--- src/hdl/ttg_pkg.sv ---
package ttg_pkg;

  localparam int HIST_DEPTH = 64;
  localparam int HIST_AW    = $clog2(HIST_DEPTH);
  localparam int CNT_W      = $clog2(HIST_DEPTH + 1);
  localparam int WIN_W      = 7;
  localparam int WIN_CW     = (CNT_W > WIN_W) ? CNT_W : WIN_W;
  localparam int SUM_W      = 16 + HIST_AW;

  // shared restoring divider
  localparam int DIV_NW = 50;
  localparam int DIV_DW = 32;
  localparam int DIV_CW = $clog2(DIV_NW + 1);

  localparam int Q_ONE     = 65536;
  localparam int Q_HALF    = 32768;
  localparam int PAUSE_MUL = 5000;
  localparam int EVICT_LIM = 196608;    // 0.3 * 10 * 65536
  localparam int PR_OFF    = 1966080;   // 0.3 * 100 * 65536
  localparam int PR_MUL    = 8259553;   // ceil(2^29 / 65)
  localparam int PR_SH     = 29;
  localparam int B_BASE    = 655360;
  localparam int B_MIN     = 32768;
  localparam int B_MUL     = 838861;    // ceil(2^23 / 10)
  localparam int B_SH      = 23;

  localparam int CFG_AW = 5;
  localparam logic [2:0] REG_WARN  = 3'd0;
  localparam logic [2:0] REG_CRIT  = 3'd1;
  localparam logic [2:0] REG_EMERG = 3'd2;
  localparam logic [2:0] REG_FLOOR = 3'd3;
  localparam logic [2:0] REG_CEIL  = 3'd4;

  typedef struct packed {
    logic signed [15:0] warn;
    logic signed [15:0] crit;
    logic signed [15:0] emerg;
    logic [16:0]        floor_q;
    logic [16:0]        ceil_q;
  } cfg_t;

  typedef struct packed {
    logic load;
    logic prep;
    logic mul1;
    logic mul2;
    logic tdiv_start;
    logic thr_latch;
    logic adiv_start;
    logic avg_latch;
    logic out_load;
  } cmd_t;

  typedef struct packed {
    logic div_busy;
    logic walk_done;
    logic n_zero;
    logic out_free;
  } sts_t;

  typedef struct packed {
    logic [16:0]        throttle;
    logic [12:0]        pause_us;
    logic               needs_pause;
    logic               evict_flag;
    logic [16:0]        evict_pressure;
    logic [15:0]        batch_size;
    logic signed [15:0] peak_temp;
    logic signed [15:0] average_temp;
    logic               emergency;
  } res_t;

endpackage

--- src/hdl/ttg_ctrl.sv ---
module ttg_ctrl (
  input  logic          clk,
  input  logic          rst_n,
  input  logic          in_valid,
  output logic          in_ready,
  input  ttg_pkg::sts_t sts,
  output ttg_pkg::cmd_t cmd
);
  import ttg_pkg::*;

  typedef enum logic [3:0] {
    S_IDLE, S_PREP, S_MUL1, S_MUL2, S_TDIV, S_TWAIT, S_THR,
    S_P1, S_P2, S_P3, S_WALK, S_ASTART, S_AWAIT, S_AVG, S_OUT
  } state_t;

  state_t state_r;

  always_ff @(posedge clk) begin
    if (!rst_n) begin
      state_r <= S_IDLE;
    end else begin
      case (state_r)
        S_IDLE:   if (in_valid) state_r <= S_PREP;
        S_PREP:   state_r <= S_MUL1;
        S_MUL1:   state_r <= S_MUL2;
        S_MUL2:   state_r <= S_TDIV;
        S_TDIV:   state_r <= S_TWAIT;
        S_TWAIT:  if (!sts.div_busy) state_r <= S_THR;
        S_THR:    state_r <= S_P1;
        S_P1:     state_r <= S_P2;
        S_P2:     state_r <= S_P3;
        S_P3:     state_r <= S_WALK;
        S_WALK:   if (sts.walk_done) state_r <= sts.n_zero ? S_AVG : S_ASTART;
        S_ASTART: state_r <= S_AWAIT;
        S_AWAIT:  if (!sts.div_busy) state_r <= S_AVG;
        S_AVG:    state_r <= S_OUT;
        S_OUT:    if (sts.out_free) state_r <= S_IDLE;
        default:  state_r <= S_IDLE;
      endcase
    end
  end

  assign in_ready       = (state_r == S_IDLE);
  assign cmd.load       = in_valid && (state_r == S_IDLE);
  assign cmd.prep       = (state_r == S_PREP);
  assign cmd.mul1       = (state_r == S_MUL1);
  assign cmd.mul2       = (state_r == S_MUL2);
  assign cmd.tdiv_start = (state_r == S_TDIV);
  assign cmd.thr_latch  = (state_r == S_THR);
  assign cmd.adiv_start = (state_r == S_ASTART);
  assign cmd.avg_latch  = (state_r == S_AVG);
  assign cmd.out_load   = (state_r == S_OUT) && sts.out_free;
endmodule

--- config.mk ---
export PLATFORM = sky130hd
export DESIGN_NAME = ttg_ctrl
export DESIGN_NICKNAME = d
export VERILOG_FILES = /design/src/hdl/ttg_pkg.sv /design/src/hdl/ttg_ctrl.sv
export SDC_FILE = /design/constraint.sdc
export NUM_CORES = 1
export LEC_CHECK = 0
export BUFFER_PORTS_ARGS = -buffer_cell sky130_fd_sc_hd__buf_4
export CAP_MARGIN = 0
export CORE_AREA = 5 5 42 44
export CTS_CLUSTER_DIAMETER = 40
export DETAILED_ROUTE_END_ITERATION = 8
export DIE_AREA = 0 0 47 49
export PLACE_DENSITY = 0.63
export SLEW_MARGIN = 20
export SYNTH_ARGS = -nofsm -noshare
export SYNTH_HDL_FRONTEND = slang
export SYNTH_SLANG_ARGS = --single-unit
--- constraint.sdc ---
create_clock -name clk -period 1.1 [get_ports clk]
set_input_delay 0.055 -clock clk [delete_from_list [all_inputs] [get_ports clk]]
set_output_delay 0.055 -clock clk [all_outputs]
set_load 0.05 [all_outputs]
# Yosys cells after proc, flatten, opt, wreduce, memory -nomap -nowiden
# Index checks and enable logic that the tools add are counted.
# word_totals
reg_bits	4
in_bits	7
output_inout_bits	10
wordCells	31
# op_classes
eq_ne	19
mux	7
n_reduce_logical	4
# op_table
op	count
$pmux W4 S15	1
$eq A4 B4 Y1 const B	7
$mux W4	5
$eq A4 B3 Y1 const B	4
$ne A2 B2 Y1 const B	5
$eq A4 B2 Y1 const B	2
$reduce_and A5 Y1	1
$eq A4 B1 Y1 const B	1
$logic_not A4 Y1	1
$mux W3	1
$logic_and A1 B1 Y1	2

# Depth between registers and ports, before layout
# Gate-level depths: netlist (run 1).
# logic_depth
depth_word	3
depth_mapped	5
mapped_depth_nobuf	4

# Worst setup path after synthesis (run 1)
# OpenSTA, ideal clock, no wires.
# synth_timing
path_type	reg-to-output
startpoint	register state_r[2]
endpoint	output cmd[8] in the netlist's numbering
arrival_time_ns	2.024
required_time_ns	1.045
slack_ns	-0.979
stages_incl_launch_ff	4
path_buffers	1
cell_sequence	dfxtp_1 > buf_6 > nor4_2 > and2_1
# synth_lines
element	line	source
start: declaration	ttg_ctrl.sv:16	state_t state_r;
start signal: assignment	ttg_ctrl.sv:33	S_WALK: if (sts.walk_done) state_r <= sts.n_zero ? S_AVG : S_ASTART;
end: declaration	ttg_ctrl.sv:7	output ttg_pkg::cmd_t cmd

==> flow_results.xml, run 1 <==
<?xml version="1.0" encoding="UTF-8"?>
<metrics>
  <group name="worst_setup_path">
    <metric name="crit_arrival" unit="ns">1.24</metric>
    <metric name="rr_endpoint" unit="">state_r[1]</metric>
    <metric name="path_max_fanout" unit="">7</metric>
    <metric name="reg2reg_depth" unit="">6</metric>
    <metric name="endpoint" unit="">cmd[6]</metric>
    <metric name="cp-start-kind" unit="">flop</metric>
    <metric name="setup.worst_path.class" unit="">reg2out</metric>
    <metric name="r2r_setup_slack" unit="ns">-0.09</metric>
    <metric name="setup.worst_path.start" unit="">state_r[0]</metric>
    <metric name="cp-end-kind" unit="">output pin</metric>
    <metric name="critical_path.reg2reg.startpoint" unit="">state_r[3]</metric>
    <metric name="required_arrival_time_at_the_worst_endpoint" unit="ns">1.04</metric>
  </group>
  <group name="die">
    <metric name="die-area" unit="um^2">2300</metric>
    <metric name="boundaryPins" unit="">17</metric>
    <metric name="width_of_the_die" unit="um">47</metric>
    <metric name="effective_utilization_at_floorplan" unit="">0.258</metric>
    <metric name="fp.dieH" unit="um">49</metric>
    <metric name="floorplan.rows" unit="">14</metric>
    <metric name="core_area" unit="um^2">1400</metric>
  </group>
  <group name="global_route">
    <metric name="global_route_wire_length_before_repair" unit="mm">2.21</metric>
    <metric name="grt_remaining_overflow" unit="">0</metric>
    <metric name="grt_antenna_before_repair" unit="">0</metric>
    <metric name="number_of_global_route_vias_before_repair" unit="">532</metric>
    <metric name="grt_max_degree" unit="">12</metric>
    <metric name="groute.usage.overall" unit="">0.129</metric>
  </group>
  <group name="timing">
    <metric name="setup_total_negative_slack" unit="ns">-1.61</metric>
    <metric name="tightestPinTransition" unit="ns">0.256</metric>
    <metric name="setup_slack_after_layout" unit="ns">-0.194</metric>
    <metric name="worst_clock_skew" unit="ns">0.00302</metric>
    <metric name="period_needed" unit="ns">1.29</metric>
    <metric name="rsz0062_at_grt" unit="">true</metric>
    <metric name="max_freq" unit="MHz">773</metric>
    <metric name="timing.hold.ws" unit="ns">0.0835</metric>
    <metric name="timing.max_slew.rel_slack" unit="">0.829</metric>
    <metric name="finalCritPeriodShare" unit="">1.18</metric>
    <metric name="finalHoldViolations" unit="">0</metric>
    <metric name="setup-violations-final" unit="">12</metric>
    <metric name="drv_slew" unit="">0</metric>
  </group>
  <group name="yosys">
    <metric name="synth_edf_count" unit="">0</metric>
    <metric name="synth.avg_cell_area" unit="um^2">6.95</metric>
    <metric name="synth_most_common_cell" unit="">o21ai_1</metric>
    <metric name="synth.yosys.seq_area_share" unit="">0.221</metric>
    <metric name="yosysWarnings" unit="">0</metric>
    <metric name="synth.ff_latch_count" unit="">4</metric>
    <metric name="ys_async_sr_fraction" unit="">0</metric>
    <metric name="synthesis.nets" unit="">59</metric>
    <metric name="yosysUniqueCellTypes" unit="">23</metric>
    <metric name="synth_area_leaders" unit="">dfxtp_1 22%, o21ai_1 8.3%, nand2b_1 6.9%</metric>
    <metric name="gate_count_of_the_mapped_netlist" unit="">52</metric>
    <metric name="synth-main-ff-cell" unit="">dfxtp_1</metric>
    <metric name="yosys.area.top_type" unit="">dfxtp_1</metric>
    <metric name="synth_top_cell_area_share" unit="">0.221</metric>
    <metric name="netlist_area" unit="um^2">362</metric>
  </group>
  <group name="cts">
    <metric name="cts.hold.buffers_added" unit="">0</metric>
    <metric name="h_tree_levels" unit="">1</metric>
    <metric name="cts_buffer_depth" unit="">2</metric>
    <metric name="tritoncts_num_sinks" unit="">4</metric>
    <metric name="clock_latency" unit="ns">0.23</metric>
    <metric name="clock_tree_from_tritoncts" unit="">yes</metric>
    <metric name="cts_buffers" unit="">3</metric>
    <metric name="master_cell_of_the_clock_root_buffer" unit="">clkbuf_4</metric>
    <metric name="worst_setup_hold_path_clk_slew" unit="ns">0.04</metric>
  </group>
  <group name="detailed_routing">
    <metric name="drt_wl_total" unit="mm">1.41</metric>
    <metric name="first_pass_iters" unit="">2</metric>
    <metric name="routed_wire_length_per_instance" unit="um">13.0</metric>
    <metric name="route.antenna.remaining_nets" unit="">0</metric>
    <metric name="post-route-drc-count" unit="">0</metric>
    <metric name="vias_per_cell" unit="">4.84</metric>
    <metric name="routed-via-count" unit="">523</metric>
    <metric name="drt_first_iter_violations" unit="">3</metric>
  </group>
  <group name="pwr">
    <metric name="cellLeakagePower" unit="nW">0.367</metric>
    <metric name="powerDensity" unit="nW/um^2">1270</metric>
    <metric name="peakVddDrop" unit="mV">0.841</metric>
  </group>
  <group name="finish">
    <metric name="regMostFlops" unit="">state_r</metric>
    <metric name="filler_cell_count" unit="">115</metric>
    <metric name="leading_registers_by_flop_count" unit="">state_r x4</metric>
    <metric name="antenna_cells_inserted" unit="">0</metric>
    <metric name="synthToLayoutAreaGrowth" unit="%">159</metric>
    <metric name="final_layout_size_suffix_gt1_frac" unit="">0.750</metric>
    <metric name="finish.net_count" unit="">101</metric>
    <metric name="largest_reg_flops" unit="">4</metric>
    <metric name="area.sequential" unit="um^2">95.1</metric>
    <metric name="area_of_the_multi_input_gates" unit="um^2">400</metric>
  </group>
  <group name="outcome">
    <metric name="violations" unit="">setup timing</metric>
    <metric name="run_status" unit="">finished with violations</metric>
  </group>
  <group name="place">
    <metric name="portBuffers" unit="">16</metric>
    <metric name="place.detailed.hpwl" unit="um">918</metric>
    <metric name="gpl.final_weighted_congestion" unit="">0.795</metric>
    <metric name="dpl_worst_slack" unit="ns">-0.0949</metric>
  </group>
  <group name="worst_hold_path">
    <metric name="min_path_type" unit="">in2reg</metric>
  </group>
  <group name="run">
    <metric name="max_cap_viol" unit="">0</metric>
  </group>
</metrics>
## where the power goes
| group | internal, W | switching (W) |
|---|---|---|
| sequential | 0.000171 | 0.0000434 |
| combinational | 0.000398 | 0.000400 |
| clock | 0.000122 | 0.0000557 |
## metal layers
layer	share of wire	vias up	routed length, um	global-route usage
met2	0.52	14	730	0.195
met1	0.40	240	564	0.156
met4	0.037	0	52	0.0922
met3	0.044	4	62	0.0221
met5	0	-	0	0
li1	-	265	-	-
## layout by cell type, fill, tap and decap left out
| cell | instances |
|---|---|
| and2_1 | 1 |
| buf_8 | 2 |
| clkbuf_4 | 3 |
| nor2b_2 | 1 |
| o21ai_1 | 5 |
| nor2b_1 | 3 |
| nor3_4 | 4 |
| o21ai_0 | 1 |
| nor2_4 | 3 |
| o311ai_2 | 1 |
| or3_1 | 1 |
| a21oi_2 | 1 |
| o21ai_2 | 1 |
| and2_4 | 1 |
| nand2b_1 | 2 |
| dfxtp_4 | 4 |
| nand2b_4 | 2 |
| mux2_4 | 1 |
| a31oi_4 | 1 |
| nand3_1 | 3 |
| buf_6 | 15 |
| nor4_4 | 1 |
| o21ai_4 | 1 |
| nand3b_1 | 1 |
| nor3b_4 | 1 |
| a21oi_1 | 2 |
| nand2_2 | 2 |
| buf_4 | 23 |
| a22oi_1 | 1 |
| buf_12 | 1 |
| inv_1 | 2 |
| nor2_1 | 1 |
## worst min path at each step
stage          startpoint    endpoint  slack (ns)  depth (start not counted)
2_1_floorplan       rst_n  state_r[3]        0.18                          1
4_1_cts             rst_n  state_r[3]        0.05                          2
3_3_place_gp        rst_n  state_r[3]        0.28                          2
5_1_grt             rst_n  state_r[1]        0.07                          2
6_report            rst_n  state_r[3]        0.08                          2
3_5_place_dp        rst_n  state_r[3]        0.29                          2
## critical path: stages, from the launching register on
cell and delay (ns):
dfxtp_4 0.36, nand2b_1 0.18, buf_4 0.18, nor3_4 0.11, buf_6 0.18
## what timing repair did
action	in CTS	in global routing
buffers inserted	6	4
resized for setup	26	21
setup endpoints to repair	14	14
pin swaps	4	6
gates cloned	0	0
## final cells by class
type,instances,share of cell area
timing repair buffer,41,0.418
clock buffer,3,0.0240
inverter,2,0.00801
multi-input combinational,42,0.427
tap,16,0.0214
sequential,4,0.101
## cell families (layout without fill, tap and decap cells)
kind of cell | count (synthesis) | after routing | synth area share
and+or+nand+nor | 27 | 27 | 0.426
DFF | 4 | 4 | 0.221
AOI/OAI and AO/OA | 14 | 14 | 0.215
buffers and inverters | 6 | 46 | 0.107
muxes | 1 | 1 | 0.0311
## per-stage QoR
stage	std cells	utilization	power (W)	cell area, um^2
after global placement	95	0.486	0.000801	681
after floorplan	52	-	0.000602	453
after detailed placement	95	0.486	0.000806	681
final	108	0.669	0.00119	937
after global routing	108	0.669	0.00127	937
after CTS	104	0.598	0.00113	838
(Power assumes the default switching activity.)
==> run 2, diff against run 1 <==
--- a/config.mk
+++ b/config.mk
@@ -12,6 +12,7 @@
 export DETAILED_ROUTE_END_ITERATION = 8
 export DIE_AREA = 0 0 47 49
 export PLACE_DENSITY = 0.63
+export REMOVE_ABC_BUFFERS = 1
 export SLEW_MARGIN = 20
 export SYNTH_ARGS = -nofsm -noshare
 export SYNTH_HDL_FRONTEND = slang
==> flow_results.xml, run 2 (synthesized netlist as in run 1, its figures left out) <==
<?xml version="1.0" encoding="UTF-8"?>
<metrics>
  <group name="die">
    <metric name="effective_utilization_at_floorplan" unit="">0.258</metric>
    <metric name="boundaryPins" unit="">17</metric>
    <metric name="die-area" unit="um^2">2300</metric>
    <metric name="width_of_the_die" unit="um">47</metric>
    <metric name="fp.dieH" unit="um">49</metric>
    <metric name="core_area" unit="um^2">1400</metric>
    <metric name="floorplan.rows" unit="">14</metric>
  </group>
  <group name="worst_setup_path">
    <metric name="setup.worst_path.start" unit="">state_r[1]</metric>
    <metric name="required_arrival_time_at_the_worst_endpoint" unit="ns">1.04</metric>
    <metric name="reg2reg_depth" unit="">7</metric>
    <metric name="rr_endpoint" unit="">state_r[0]</metric>
    <metric name="setup.worst_path.class" unit="">reg2out</metric>
    <metric name="r2r_setup_slack" unit="ns">-0.17</metric>
    <metric name="path_max_fanout" unit="">5</metric>
    <metric name="cp-start-kind" unit="">flop</metric>
    <metric name="cp-end-kind" unit="">output pin</metric>
    <metric name="critical_path.reg2reg.startpoint" unit="">state_r[1]</metric>
    <metric name="crit_arrival" unit="ns">1.25</metric>
    <metric name="endpoint" unit="">cmd[8]</metric>
  </group>
  <group name="timing">
    <metric name="worst_clock_skew" unit="ns">0.00149</metric>
    <metric name="max_freq" unit="MHz">764</metric>
    <metric name="setup-violations-final" unit="">13</metric>
    <metric name="finalHoldViolations" unit="">0</metric>
    <metric name="timing.max_slew.rel_slack" unit="">0.824</metric>
    <metric name="drv_slew" unit="">0</metric>
    <metric name="period_needed" unit="ns">1.31</metric>
    <metric name="tightestPinTransition" unit="ns">0.263</metric>
    <metric name="rsz0062_at_grt" unit="">true</metric>
    <metric name="setup_slack_after_layout" unit="ns">-0.209</metric>
    <metric name="timing.hold.ws" unit="ns">0.0614</metric>
    <metric name="finalCritPeriodShare" unit="">1.19</metric>
    <metric name="setup_total_negative_slack" unit="ns">-1.74</metric>
  </group>
  <group name="pwr">
    <metric name="power_switching" unit="W">0.000526</metric>
    <metric name="p_sw_frac" unit="">0.416</metric>
    <metric name="p_seq_frac" unit="">0.162</metric>
    <metric name="power.share.combinational" unit="">0.699</metric>
    <metric name="peakVddDrop" unit="mV">0.603</metric>
    <metric name="powerDensity" unit="nW/um^2">1330</metric>
    <metric name="total_power" unit="W">0.00127</metric>
    <metric name="power_frac_clock" unit="">0.138</metric>
    <metric name="cellLeakagePower" unit="nW">0.391</metric>
    <metric name="p_int" unit="W">0.000740</metric>
  </group>
  <group name="detailed_routing">
    <metric name="vias_per_cell" unit="">4.84</metric>
    <metric name="post-route-drc-count" unit="">0</metric>
    <metric name="first_pass_iters" unit="">4</metric>
    <metric name="routed-via-count" unit="">528</metric>
    <metric name="route.antenna.remaining_nets" unit="">0</metric>
    <metric name="drt_first_iter_violations" unit="">5</metric>
    <metric name="routed_wire_length_per_instance" unit="um">14.1</metric>
    <metric name="drt_wl_total" unit="mm">1.54</metric>
  </group>
  <group name="cts">
    <metric name="tritoncts_num_sinks" unit="">4</metric>
    <metric name="cts_buffer_depth" unit="">2</metric>
    <metric name="master_cell_of_the_clock_root_buffer" unit="">clkbuf_4</metric>
    <metric name="h_tree_levels" unit="">1</metric>
    <metric name="cts_buffers" unit="">3</metric>
    <metric name="clock_tree_from_tritoncts" unit="">yes</metric>
    <metric name="worst_setup_hold_path_clk_slew" unit="ns">0.03</metric>
    <metric name="clock_latency" unit="ns">0.23</metric>
    <metric name="cts.hold.buffers_added" unit="">0</metric>
  </group>
  <group name="place">
    <metric name="dpl_worst_slack" unit="ns">-0.145</metric>
    <metric name="place.detailed.hpwl" unit="um">775</metric>
    <metric name="postPlaceCellArea" unit="um^2">553</metric>
    <metric name="portBuffers" unit="">16</metric>
    <metric name="gpl.final_weighted_congestion" unit="">0.807</metric>
  </group>
  <group name="finish">
    <metric name="regMostFlops" unit="">state_r</metric>
    <metric name="final_layout_size_suffix_gt1_frac" unit="">0.796</metric>
    <metric name="antenna_cells_inserted" unit="">0</metric>
    <metric name="most-common-layout-cells" unit="">21 x buf_4, 18 x buf_6, 5 x o21ai_1</metric>
    <metric name="leading_registers_by_flop_count" unit="">state_r x4</metric>
    <metric name="largest_reg_flops" unit="">4</metric>
    <metric name="synthToLayoutAreaGrowth" unit="%">162</metric>
    <metric name="layout.cells.most_common" unit="">buf_4</metric>
    <metric name="finish.net_count" unit="">102</metric>
    <metric name="finish.instance_area" unit="um^2">948</metric>
  </group>
  <group name="global_route">
    <metric name="grt_max_degree" unit="">8</metric>
    <metric name="grt_remaining_overflow" unit="">0</metric>
    <metric name="global_route_wire_length_before_repair" unit="mm">2.09</metric>
    <metric name="groute.usage.overall" unit="">0.125</metric>
    <metric name="number_of_global_route_vias_before_repair" unit="">519</metric>
    <metric name="grt_antenna_before_repair" unit="">0</metric>
  </group>
  <group name="run">
    <metric name="max_cap_viol" unit="">0</metric>
  </group>
  <group name="outcome">
    <metric name="violations" unit="">setup timing</metric>
    <metric name="run_status" unit="">finished with violations</metric>
  </group>
  <group name="worst_hold_path">
    <metric name="min_path_type" unit="">in2reg</metric>
  </group>
</metrics>
## run 2: changes by cell type in the layout (fill, tap and decap cells not counted), sizes merged
cell	change
buf	+1
## run 2: power by group through the flow
stage          Clock, W  Sequential [W]  Combinational (W)
2_1_floorplan         0        0.000208           0.000284
3_3_place_gp          0        0.000207           0.000485
3_5_place_dp          0        0.000208           0.000488
4_1_cts        0.000183        0.000203           0.000705
5_1_grt        0.000199        0.000208           0.000936
6_report       0.000175        0.000205           0.000885
## run 2: worst min path at each step
stage	startpoint	end	cells past startpoint
CTS	rst_n	state_r[3]	2
global route	rst_n	state_r[3]	2
detailed placement	rst_n	state_r[3]	2
floorplan	rst_n	state_r[3]	1
finish	rst_n	state_r[1]	2
global placement	rst_n	state_r[3]	2
## run 2: final cells by class
type / instances / area, um^2
tap: 16 / 20.0
clock buffer: 3 / 22.5
multi-input combinational: 42 / 398
sequential: 4 / 95.1
timing repair buffer: 42 / 405
inverter: 2 / 7.51
fill: 112 / 453
## run 2: metal layers
layer | routed length, um | share of wire | vias up | GRT usage
met2 | 863 | 0.56 | 12 | 0.199
met5 | 0 | 0 | - | 0
li1 | - | - | 266 | -
met4 | 0 | 0 | 0 | 0.0645
met1 | 619 | 0.40 | 250 | 0.138
met3 | 52 | 0.034 | 0 | 0.0443
## run 2: worst max-delay path, cell delays in order, from the launching register on
cell	delay [ns]
dfxtp_4	0.35
buf_6	0.12
nor4_4	0.22
and2_1	0.17
buf_6	0.16
## run 2: metrics by stage
| step | instances | utilization |
|---|---|---|
| floorplan | 48 | - |
| global placement | 91 | 0.395 |
| detailed placement | 91 | 0.395 |
| CTS | 103 | 0.565 |
| global route | 109 | 0.677 |
| finish | 109 | 0.677 |
## run 2: timing repair
action,4_1_cts,5_1_grt
buffers inserted,9,6
pin swaps,5,12
gates resized for setup,42,28
setup endpoints to repair,14,14
==> run 3, diff against run 2 <==
--- a/config.mk
+++ b/config.mk
@@ -7,11 +7,14 @@
 export LEC_CHECK = 0
 export BUFFER_PORTS_ARGS = -buffer_cell sky130_fd_sc_hd__buf_4
 export CAP_MARGIN = 0
-export CORE_AREA = 5 5 42 44
+export CELL_PAD_IN_SITES_DETAIL_PLACEMENT = 1
+export CELL_PAD_IN_SITES_GLOBAL_PLACEMENT = 2
+export CORE_ASPECT_RATIO = 1.2
+export CORE_MARGIN = 5
+export CORE_UTILIZATION = 19
 export CTS_CLUSTER_DIAMETER = 40
 export DETAILED_ROUTE_END_ITERATION = 8
-export DIE_AREA = 0 0 47 49
-export PLACE_DENSITY = 0.63
+export PLACE_DENSITY = 0.79
 export REMOVE_ABC_BUFFERS = 1
 export SLEW_MARGIN = 20
 export SYNTH_ARGS = -nofsm -noshare
==> flow_results.xml, run 3 (synthesized netlist as in run 1, its figures left out) <==
<?xml version="1.0" encoding="UTF-8"?>
<metrics>
  <group name="outcome">
    <metric name="run_status" unit="">finished with violations</metric>
    <metric name="violations" unit="">setup timing</metric>
  </group>
  <group name="finish">
    <metric name="area_of_the_multi_input_gates" unit="um^2">403</metric>
    <metric name="finish.net_count" unit="">101</metric>
    <metric name="area.sequential" unit="um^2">95.1</metric>
    <metric name="synthToLayoutAreaGrowth" unit="%">163</metric>
    <metric name="finish.instance_area" unit="um^2">950</metric>
    <metric name="filler_cell_count" unit="">218</metric>
    <metric name="regMostFlops" unit="">state_r</metric>
    <metric name="most-common-layout-cells" unit="">21 x buf_4, 16 x buf_6, 6 x o21ai_1</metric>
    <metric name="layout.cells.most_common" unit="">buf_4</metric>
    <metric name="final_layout_size_suffix_gt1_frac" unit="">0.761</metric>
    <metric name="leading_registers_by_flop_count" unit="">state_r x4</metric>
    <metric name="antenna_cells_inserted" unit="">0</metric>
    <metric name="largest_reg_flops" unit="">4</metric>
  </group>
  <group name="worst_setup_path">
    <metric name="max_stage_delay" unit="ns">0.35</metric>
    <metric name="critPathSlowestCell" unit="">dfxtp_4</metric>
    <metric name="r2r_setup_slack" unit="ns">-0.18</metric>
    <metric name="path_max_fanout" unit="">5</metric>
    <metric name="path_buf_inv" unit="">2</metric>
    <metric name="crit_arrival" unit="ns">1.26</metric>
    <metric name="cp-start-kind" unit="">flop</metric>
    <metric name="cp-end-kind" unit="">output pin</metric>
    <metric name="required_arrival_time_at_the_worst_endpoint" unit="ns">1.04</metric>
    <metric name="path_cells" unit="">buf_6 &gt; nor4_4 &gt; and2_4 &gt; buf_8</metric>
    <metric name="critPathTopFamily" unit="">simple AND/OR/NAND/NOR gates</metric>
    <metric name="setup.worst_path.class" unit="">reg2out</metric>
  </group>
  <group name="timing">
    <metric name="max_freq" unit="MHz">761</metric>
    <metric name="rsz0062_at_grt" unit="">true</metric>
    <metric name="setup_slack_after_layout" unit="ns">-0.214</metric>
    <metric name="setup_total_negative_slack" unit="ns">-2.03</metric>
    <metric name="drv_slew" unit="">0</metric>
    <metric name="worst_clock_skew" unit="ns">0.00291</metric>
    <metric name="finalCritPeriodShare" unit="">1.19</metric>
    <metric name="setup-violations-final" unit="">13</metric>
    <metric name="tightestPinTransition" unit="ns">0.275</metric>
    <metric name="period_needed" unit="ns">1.31</metric>
    <metric name="timing.max_slew.rel_slack" unit="">0.817</metric>
    <metric name="finalHoldViolations" unit="">0</metric>
  </group>
  <group name="detailed_routing">
    <metric name="routed_wire_length_per_instance" unit="um">15.7</metric>
    <metric name="first_pass_iters" unit="">2</metric>
    <metric name="post-route-drc-count" unit="">0</metric>
    <metric name="drt_first_iter_violations" unit="">4</metric>
    <metric name="vias_per_cell" unit="">4.89</metric>
    <metric name="drt_wl_total" unit="mm">1.74</metric>
    <metric name="routed-via-count" unit="">543</metric>
    <metric name="route.antenna.remaining_nets" unit="">0</metric>
  </group>
  <group name="cts">
    <metric name="h_tree_levels" unit="">1</metric>
    <metric name="tritoncts_num_sinks" unit="">4</metric>
    <metric name="clock_latency" unit="ns">0.24</metric>
    <metric name="worst_setup_hold_path_clk_slew" unit="ns">0.04</metric>
    <metric name="cts.hold.buffers_added" unit="">0</metric>
    <metric name="clock_tree_from_tritoncts" unit="">yes</metric>
    <metric name="cts_buffer_depth" unit="">2</metric>
    <metric name="master_cell_of_the_clock_root_buffer" unit="">clkbuf_4</metric>
    <metric name="cts_buffers" unit="">3</metric>
  </group>
  <group name="die">
    <metric name="core_area" unit="um^2">1830</metric>
    <metric name="floorplan.rows" unit="">17</metric>
    <metric name="boundaryPins" unit="">17</metric>
    <metric name="die-area" unit="um^2">2880</metric>
    <metric name="effective_utilization_at_floorplan" unit="">0.198</metric>
    <metric name="width_of_the_die" unit="um">49.8</metric>
    <metric name="fp.dieH" unit="um">57.8</metric>
  </group>
  <group name="global_route">
    <metric name="number_of_global_route_vias_before_repair" unit="">647</metric>
    <metric name="grt_max_degree" unit="">9</metric>
    <metric name="groute.usage.overall" unit="">0.130</metric>
    <metric name="grt_remaining_overflow" unit="">0</metric>
    <metric name="global_route_wire_length_before_repair" unit="mm">2.85</metric>
    <metric name="grt_antenna_before_repair" unit="">0</metric>
  </group>
  <group name="place">
    <metric name="postPlaceCellArea" unit="um^2">572</metric>
    <metric name="portBuffers" unit="">16</metric>
    <metric name="gpl.final_weighted_congestion" unit="">0.710</metric>
    <metric name="place.detailed.hpwl" unit="um">966</metric>
  </group>
  <group name="worst_hold_path">
    <metric name="min_path_type" unit="">in2reg</metric>
  </group>
  <group name="pwr">
    <metric name="cellLeakagePower" unit="nW">0.402</metric>
    <metric name="powerDensity" unit="nW/um^2">1320</metric>
    <metric name="peakVddDrop" unit="mV">0.757</metric>
  </group>
  <group name="run">
    <metric name="max_cap_viol" unit="">0</metric>
  </group>
</metrics>
## run 3: cell count changes in the layout (fill, tap and decap cells not counted), sizes merged
| cell | delta |
|---|---|
| buf | -1 |
## run 3: metrics by stage
stage               worst slack [ns]  hold slack (ns)  total power (W)   util  std cells
global route                  -0.284           0.0523          0.00134  0.519        111
finish                        -0.214           0.0482          0.00125  0.519        111
floorplan                     -0.947            0.177         0.000493      -         48
CTS                           -0.220           0.0420          0.00114  0.453        107
global placement              -0.110            0.289         0.000716  0.313         96
detailed placement            -0.133            0.289         0.000724  0.313         96
## run 3: worst register-to-register path: cells and delay by family, from the launching register on
| kind | cells | cell delay [ns] |
|---|---|---|
| AO/OA/AOI/OAI | 2 | 0.20 |
| flip-flops | 1 | 0.39 |
| buffers and inverters | 2 | 0.25 |
| AND/OR/NAND/NOR | 1 | 0.35 |
## run 3: power by group
part | internal, W | switching [W]
clock network | 0.000122 | 0.0000639
registers | 0.000170 | 0.0000364
logic | 0.000426 | 0.000435
## run 3: layer usage
layer / vias up / global-route usage / part of all wire
li1: 263 / - / -
met1: 259 / 0.119 / 0.40
met2: 17 / 0.242 / 0.55
met3: 4 / 0.0514 / 0.036
met4: 0 / 0.0637 / 0.014
met5: - / 0 / 0
## run 3: area by class of cell
type,count,area share
Multi-Input combinational cell,42,0.424
Inverter,2,0.00791
Timing Repair Buffer,41,0.419
Sequential cell,4,0.100
Clock buffer,3,0.0237
Tap cell,19,0.0250
## run 3: final timing paths
path                   start    endpoint  depth (start not counted)
setup / recovery  state_r[1]      cmd[8]                          4
hold / removal         rst_n  state_r[3]                          2
setup reg to reg  state_r[3]  state_r[2]                          5
hold reg to reg   state_r[2]  state_r[2]                          2
## run 3: what timing repair did
action,in CTS,in global routing
setup buffers,8,4
cloned,0,0
pin swaps,7,9
endpoints found under the setup margin,14,14
resized for setup,46,22
